## config.mk

```make
export PLATFORM = sky130hd
export DESIGN_NAME = fblm_isqrt
export DESIGN_NICKNAME = d
export VERILOG_FILES = /design/src/design/fblm_pkg.sv /design/src/design/fblm_isqrt.sv
export SDC_FILE = /design/constraint.sdc
export NUM_CORES = 1
export LEC_CHECK = 0
export BUFFER_PORTS_ARGS = -buffer_cell sky130_fd_sc_hd__buf_4
export CORE_MARGIN = 4
export CORE_UTILIZATION = 35
export DETAILED_ROUTE_END_ITERATION = 12
export PLACE_DENSITY = 0.62
export SLEW_MARGIN = 20
export SYNTH_ARGS = -nofsm -noshare
export SYNTH_HDL_FRONTEND = slang
export SYNTH_SLANG_ARGS = --single-unit
```

## constraint.sdc

```tcl
create_clock -name i_clk -period 3.4 [get_ports i_clk]
set_input_delay 0.17 -clock i_clk [delete_from_list [all_inputs] [get_ports i_clk]]
set_output_delay 0.17 -clock i_clk [all_outputs]
set_load 0.1 [all_outputs]
```

## src/design/fblm_pkg.sv

```systemverilog
`timescale 1ns / 1ps
// ----------------------------------------------------------------------------
// fblm_pkg
// Shared sizes, codes, types and build-time tables of the band level meter.
// ----------------------------------------------------------------------------
package fblm_pkg;

    localparam int FFT_POINTS  = 512;
    localparam int NUM_BANDS   = 24;
    localparam int LOG2_POINTS = $clog2(FFT_POINTS);
    localparam int HALF_POINTS = FFT_POINTS / 2;
    localparam int ADDR_W      = LOG2_POINTS;
    localparam int TW_W        = LOG2_POINTS - 1;
    localparam int FC_W        = ADDR_W + 1;
    localparam int STAGE_W     = $clog2(LOG2_POINTS);
    localparam int BAND_W      = $clog2(NUM_BANDS);
    localparam int WORD_W      = 24;
    localparam int CPLX_W      = 2 * WORD_W;
    localparam int SQ_IN_W     = 2 * WORD_W;
    localparam int SQ_OUT_W    = WORD_W;
    localparam int SAMPLE_W    = 16;
    localparam int LEVEL_W     = 16;
    localparam int IN_DATA_W   = 2 * SAMPLE_W;
    localparam int OUT_DATA_W  = ((BAND_W + LEVEL_W + 7) / 8) * 8;
    localparam int CFG_IDX_W   = 2;
    localparam int CFG_DATA_W  = 16;
    localparam int WIN_DEN     = FFT_POINTS - 1;

    localparam longint ONE_Q30 = 64'd1073741824;
    localparam longint unsigned PI_HALF_Q30 = 64'd1686629713;

    localparam logic                  STEREO_MIX_RST = 1'b1;
    localparam logic [CFG_DATA_W-1:0] FALL_STEP_RST  = 16'd1311;
    localparam logic [CFG_DATA_W-1:0] LEVEL_GAIN_RST = 16'd9011;
    localparam logic [LEVEL_W:0]      LEVEL_ONE      = 17'd32768;

    typedef enum logic [CFG_IDX_W-1:0] {
        CFG_STEREO_MIX = 2'd0,
        CFG_FALL_STEP  = 2'd1,
        CFG_LEVEL_GAIN = 2'd2
    } t_cfg_idx;

    typedef enum logic [4:0] {
        S_IDLE, S_LMUL, S_LWR, S_PAD,
        S_FRD, S_FM0, S_FM1, S_FM2, S_FM3, S_FM4, S_FWA, S_FWB,
        S_BINIT, S_PCHK, S_PRD, S_PRE, S_PIM, S_PCMP,
        S_SQS1, S_SQW1, S_SQS2, S_SQW2, S_LVL, S_EMIT
    } t_state;

    typedef struct packed {
        logic               start;
        logic [SQ_IN_W-1:0] radicand;
    } t_sqrt_req;

    typedef struct packed {
        logic                done;
        logic [SQ_OUT_W-1:0] root;
    } t_sqrt_rsp;

    typedef logic signed [15:0] t_tw_tab  [HALF_POINTS];
    typedef logic        [15:0] t_win_tab [FFT_POINTS];
    typedef logic [ADDR_W-1:0]  t_bin_tab [NUM_BANDS];

    function automatic logic signed [WORD_W-1:0] sat24(input logic signed [47:0] v);
        if (v > 48'sd8388607)
            return 24'sh7FFFFF;
        else if (v < -48'sd8388608)
            return 24'sh800000;
        else
            return v[WORD_W-1:0];
    endfunction

    function automatic logic [ADDR_W-1:0] bitrev(input logic [ADDR_W-1:0] v);
        logic [ADDR_W-1:0] r;
        for (int k = 0; k < ADDR_W; k++)
            r[k] = v[ADDR_W-1-k];
        return r;
    endfunction

    function automatic logic signed [15:0] sat16(input longint v);
        if (v > 32767)
            return 16'sh7FFF;
        else if (v < -32768)
            return 16'sh8000;
        else
            return 16'(v);
    endfunction

    // Cosine or sine of a turn fraction (Q32 of a full turn) in Q30, by a
    // Taylor series on the first quadrant.
    function automatic longint trig_q30(input longint unsigned frac, input bit want_sin);
        longint unsigned x;
        longint unsigned term;
        longint cs;
        longint sn;
        longint c;
        longint s;
        int unsigned quad;
        quad = int'((frac >> 30) & 64'd3);
        x    = ((frac & 64'h3FFF_FFFF) * PI_HALF_Q30) >> 30;
        term = ONE_Q30;
        cs   = ONE_Q30;
        sn   = 0;
        for (int n = 1; n <= 16; n++) begin
            term = (term * x) >> 30;
            case (n)
                1:  term = term / 1;
                2:  term = term / 2;
                3:  term = term / 3;
                4:  term = term / 4;
                5:  term = term / 5;
                6:  term = term / 6;
                7:  term = term / 7;
                8:  term = term / 8;
                9:  term = term / 9;
                10: term = term / 10;
                11: term = term / 11;
                12: term = term / 12;
                13: term = term / 13;
                14: term = term / 14;
                15: term = term / 15;
                default: term = term / 16;
            endcase
            case (n % 4)
                1: sn = sn + longint'(term);
                2: cs = cs - longint'(term);
                3: sn = sn - longint'(term);
                default: cs = cs + longint'(term);
            endcase
        end
        case (quad)
            0: begin c = cs;  s = sn;  end
            1: begin c = -sn; s = cs;  end
            2: begin c = -cs; s = -sn; end
            default: begin c = sn; s = -cs; end
        endcase
        return want_sin ? s : c;
    endfunction

    function automatic t_tw_tab build_tw(input bit want_sin);
        t_tw_tab t;
        longint unsigned frac;
        for (int i = 0; i < HALF_POINTS; i++) begin
            frac = (longint'(i) << 32) / FFT_POINTS;
            t[i] = sat16((trig_q30(frac, want_sin) + 64'sd16384) >>> 15);
        end
        return t;
    endfunction

    function automatic t_win_tab build_win();
        t_win_tab t;
        longint unsigned frac;
        longint v;
        for (int i = 0; i < FFT_POINTS; i++) begin
            frac = (longint'(i % WIN_DEN) << 32) / WIN_DEN;
            v    = (ONE_Q30 - trig_q30(frac, 1'b0) + 64'sd32768) >>> 16;
            t[i] = 16'(v);
        end
        return t;
    endfunction

    // True when x to the power NUM_BANDS is at most 2^p.
    function automatic bit pow_within(input longint unsigned x, input int p);
        longint unsigned mant;
        longint unsigned lim;
        int ex;
        bit sticky;
        mant   = 1;
        ex     = 0;
        sticky = 1'b0;
        for (int i = 0; i < NUM_BANDS; i++) begin
            mant = mant * x;
            while (mant >= (64'd1 << 48)) begin
                sticky = sticky | mant[0];
                mant   = mant >> 1;
                ex++;
            end
        end
        if (ex > p)
            return 1'b0;
        if (p - ex >= 63)
            return 1'b1;
        lim = 64'd1 << (p - ex);
        return (mant < lim) || (mant == lim && !sticky);
    endfunction

    function automatic longint unsigned band_edge(input int b);
        longint unsigned lo;
        longint unsigned hi;
        longint unsigned mid;
        int p;
        lo = 1;
        hi = HALF_POINTS;
        p  = (LOG2_POINTS - 1) * b;
        while (lo < hi) begin
            mid = (lo + hi + 1) >> 1;
            if (pow_within(mid, p))
                lo = mid;
            else
                hi = mid - 1;
        end
        return lo;
    endfunction

    function automatic t_bin_tab build_bins(input bit want_hi);
        t_bin_tab t;
        longint unsigned lo;
        longint unsigned hi;
        for (int b = 0; b < NUM_BANDS; b++) begin
            lo = 1 + band_edge(b);
            hi = 1 + band_edge(b + 1);
            if (hi <= lo)
                hi = lo + 1;
            if (hi > HALF_POINTS)
                hi = HALF_POINTS;
            t[b] = want_hi ? ADDR_W'(hi) : ADDR_W'(lo);
        end
        return t;
    endfunction

    localparam t_tw_tab  COS_TAB = build_tw(1'b0);
    localparam t_tw_tab  SIN_TAB = build_tw(1'b1);
    localparam t_win_tab WIN_TAB = build_win();
    localparam t_bin_tab BAND_LO = build_bins(1'b0);
    localparam t_bin_tab BAND_HI = build_bins(1'b1);

endpackage

```

## src/design/fblm_isqrt.sv

```systemverilog
`timescale 1ns / 1ps
// ----------------------------------------------------------------------------
// fblm_isqrt
// Integer square root, rounded down, one result bit per cycle.
// ----------------------------------------------------------------------------
module fblm_isqrt (
    input  logic                i_clk,
    input  logic                i_rst_n,
    input  fblm_pkg::t_sqrt_req i_req,
    output fblm_pkg::t_sqrt_rsp o_rsp
);

    localparam int CNT_W = $clog2(fblm_pkg::SQ_OUT_W);
    localparam int REM_W = fblm_pkg::SQ_OUT_W + 3;

    logic [fblm_pkg::SQ_IN_W-1:0]  r_rad;
    logic [REM_W-1:0]              r_rem;
    logic [fblm_pkg::SQ_OUT_W-1:0] r_root;
    logic [CNT_W-1:0]              r_cnt;
    logic                          r_busy;
    logic                          r_done;

    logic [REM_W-1:0] cat;
    logic [REM_W-1:0] trial;
    logic             fits;

    assign cat   = {r_rem[REM_W-3:0], r_rad[fblm_pkg::SQ_IN_W-1 -: 2]};
    assign trial = {1'b0, r_root, 2'b01};
    assign fits  = (cat >= trial);

    always_ff @(posedge i_clk) begin
        if (!i_rst_n) begin
            r_busy <= 1'b0;
            r_done <= 1'b0;
            r_cnt  <= '0;
        end else begin
            r_done <= 1'b0;
            if (i_req.start) begin
                r_busy <= 1'b1;
                r_cnt  <= '0;
            end else if (r_busy) begin
                r_cnt <= r_cnt + 1'b1;
                if (r_cnt == CNT_W'(fblm_pkg::SQ_OUT_W - 1)) begin
                    r_busy <= 1'b0;
                    r_done <= 1'b1;
                end
            end
        end
    end

    always_ff @(posedge i_clk) begin
        if (i_req.start) begin
            r_rad  <= i_req.radicand;
            r_rem  <= '0;
            r_root <= '0;
        end else if (r_busy) begin
            r_rad <= r_rad << 2;
            if (fits) begin
                r_rem  <= cat - trial;
                r_root <= {r_root[fblm_pkg::SQ_OUT_W-2:0], 1'b1};
            end else begin
                r_rem  <= cat;
                r_root <= {r_root[fblm_pkg::SQ_OUT_W-2:0], 1'b0};
            end
        end
    end

    assign o_rsp.done = r_done;
    assign o_rsp.root = r_root;

endmodule

```

==> results.toml <==
[route]
wl_met3_um = 888
drc = 0
wl_um = 12300
wl_met1_um = 5470
dr.pass1.iters = 4
viasPerCell = 5.03
wl_met2_um = 5740
ant_nets = 0
vias = 4200
drt_iter0_drc = 173
highest_layer = "met4"
wl_per_cell_um = 14.7

[flow_run]
drv_cap = 0

[min_path]
hold_class = "in -> reg"

[yosys]
synth_area_leaders = "edfxtp_1 (25%), dfxtp_1 (20%), mux2_2 (9.1%)"
synthArstFlopShare_pct = 0
yosysTopAreaCellShare_pct = 25.3
synth_area_mm2 = 0.00570
yosys_warnings = 0
ys_ff_latch = 104
synth_cell_types = 52
synth_cells = 552
synth_mux_area_share_pct = 17.0
synth_top_family_by_area = "multiplexers"
synth_edf_count = 48
synthSimpleGateAreaFrac_pct = 10.3
yosys.area.top_type = "edfxtp_1"
syn_nets = 630
synthFlopType = "dfxtp_1"
synth-compound-area-share_pct = 13.5
synth_xor_area_share_pct = 3.84
avgSynthCellArea_um2 = 10.3
seq_area_frac_synth_pct = 45.0
yosys.area_share.adder_pct = 5.93

[grt]
grt_usage_pct = 14.0
grt_start_max_net_pins = 70
overflow = 0
antenna_found_initial = 0
grt_pass1_vias = 4288
grt_pass1_wl_um = 20900

[clock_tree]
cts_sinks = 104
ctsResizeCount = 0
cts-htree-levels = 3
post_cts_buffers = 0
clk_latency_ns = 0.36
cts_root_buf = "clkbuf_16"
clkTransAtPathRegs_ns = 0.07
cts_buffer_depth = 2
cts_tree = "done"
postCtsHoldBufs = 0
cts_made_buffers = 9

[sta]
whs_ns = 0.0273
finalHoldViolCount = 0
timing.fmax_mhz = 346
finalCritPeriodShare_pct = 85.1
drv_slew = 0
tightest_slew_ns = 0.995
slew_headroom_pct = 33.6
finalCriticalPeriod_ns = 2.89
setup-violations-final = 0
rsz0062_at_grt = "no"
fin_skew_ns = 0.0108
tns_ns = 0

[final_layout]
mostFrequentLayoutCell = "buf_4"
drive_above_1_share_pct = 24.6
multi_input_area_mm2 = 0.00288
regArea_mm2 = 0.00256
syn_to_final_growth_pct = 17.9
final_nets = 692
n_antenna_cell = 0
stdcell_area_mm2 = 0.00671
fillers = 1566
mostFrequentLayoutCells = "buf_4 (81), nor2_1 (75), dfxtp_1 (55)"

[die]
initial_core_util_pct = 35.7
ioPinCount = 76
die-area_mm2 = 0.0184
fp.dieW_um = 136
placementRows = 46
die_height_um = 136
core_area_mm2 = 0.0159

[place]
hpwlAfterDp_um = 8860
io_buffers = 75
placed_cell_area_mm2 = 0.00644
gp_congestion = 0.852

[power]
p_per_area_mw_per_mm2 = 589
leakage_nw = 2.70
worst_ir_drop_vdd_mv = 0.307

[worst_setup_path]
worstPathArrival_ns = 3.10
cp.required_ns = 3.61
path_class = "reg -> reg"
start_kind = "flop"
crit_fanout = 15
crit_path_end_kind = "flop"

[status]
status = "finished, final reports clean"
==> synth_stat cells (all sizes together), types with 5 or more instances <==
| cell type | n |
|---|---|
| a211oi | 22 |
| a21o | 9 |
| a21oi | 25 |
| buf | 6 |
| clkbuf | 24 |
| dfxtp | 56 |
| edfxtp | 48 |
| ha | 27 |
| inv | 33 |
| mux2 | 46 |
| mux2i | 45 |
| nand2 | 22 |
| nand2b | 6 |
| nand3 | 5 |
| nand4 | 6 |
| nor2 | 75 |
| nor3 | 5 |
| o211ai | 8 |
| o21a | 5 |
| o21ai | 18 |
| xnor2 | 14 |
| xor2 | 11 |
==> final timing paths <==
check | from | end | slack, ns | cells past startpoint
setup / recovery | r_root[0] | r_rem[20] | 0.51 | 11
hold / removal | i_rst_n | r_busy | 0.03 | 2
setup reg to reg | r_root[0] | r_rem[20] | 0.51 | 11
hold reg to reg | r_rem[22] | r_rem[22] | 0.48 | 2
==> flip-flops by register name, indices dropped and copies added, names as in the netlist <==
signal,count
r_busy,1
r_rem,25
r_root,24
r_rad,48
r_cnt,5
r_done,1
==> area by class of cell <==
cell class / instances / share of cell area, %
clock buffers: 10 / 3.41
clock inverters: 6 / 0.615
inverters: 33 / 1.85
multi-input cells: 385 / 42.9
flip-flops and latches: 104 / 38.2
well taps: 216 / 4.03
repair buffers: 81 / 9.06
==> worst max-delay path, stage by stage (launching register included) <==
cell and delay (ns):
dfxtp_1 0.38, inv_1 0.08, ha_1 0.39, o211ai_1 0.12, o21ai_2 0.26, o2111ai_2 0.18
a211oi_2 0.24, nor3_1 0.12, o31ai_4 0.30, buf_4 0.33, mux2i_1 0.26, a211oi_1 0.09
==> layer usage <==
| metal | vias up | track usage, % |
|---|---|---|
| li1 | 2114 | - |
| met1 | 1974 | 17.1 |
| met2 | 94 | 22.3 |
| met3 | 18 | 6.05 |
| met4 | 0 | 4.59 |
| met5 | - | 0 |
==> where the power goes <==
| group | total [mW] | leakage [nW] | internal [mW] | switching [mW] |
|---|---|---|---|---|
| combinational | 1.47 | 1.63 | 0.670 | 0.796 |
| clock | 0.976 | 0.127 | 0.499 | 0.477 |
| sequential | 1.51 | 0.941 | 1.44 | 0.0714 |
==> per-stage QoR <==
step           utilization, %  std cells  total power [mW]  setup slack [ns]
2_1_floorplan               -        552              2.71             0.216
3_3_place_gp             40.4        819              2.98             0.647
3_5_place_dp             40.4        819              3.00             0.517
4_1_cts                  42.1        835              4.00             0.498
5_1_grt                  42.1        835              4.23             0.256
6_report                 42.1        835              3.95             0.508
==> cell families (layout without fill, tap and decap cells) <==
group | count (synthesis) | after routing
and+or+nand+nor | 133 | 133
AOI/OAI and AO/OA | 109 | 109
adders and majority gates | 27 | 27
muxes | 91 | 91
DFF | 104 | 104
buffers and inverters | 63 | 130
xor gates and xnor gates | 25 | 25
Power figures use the tool's default switching activity.
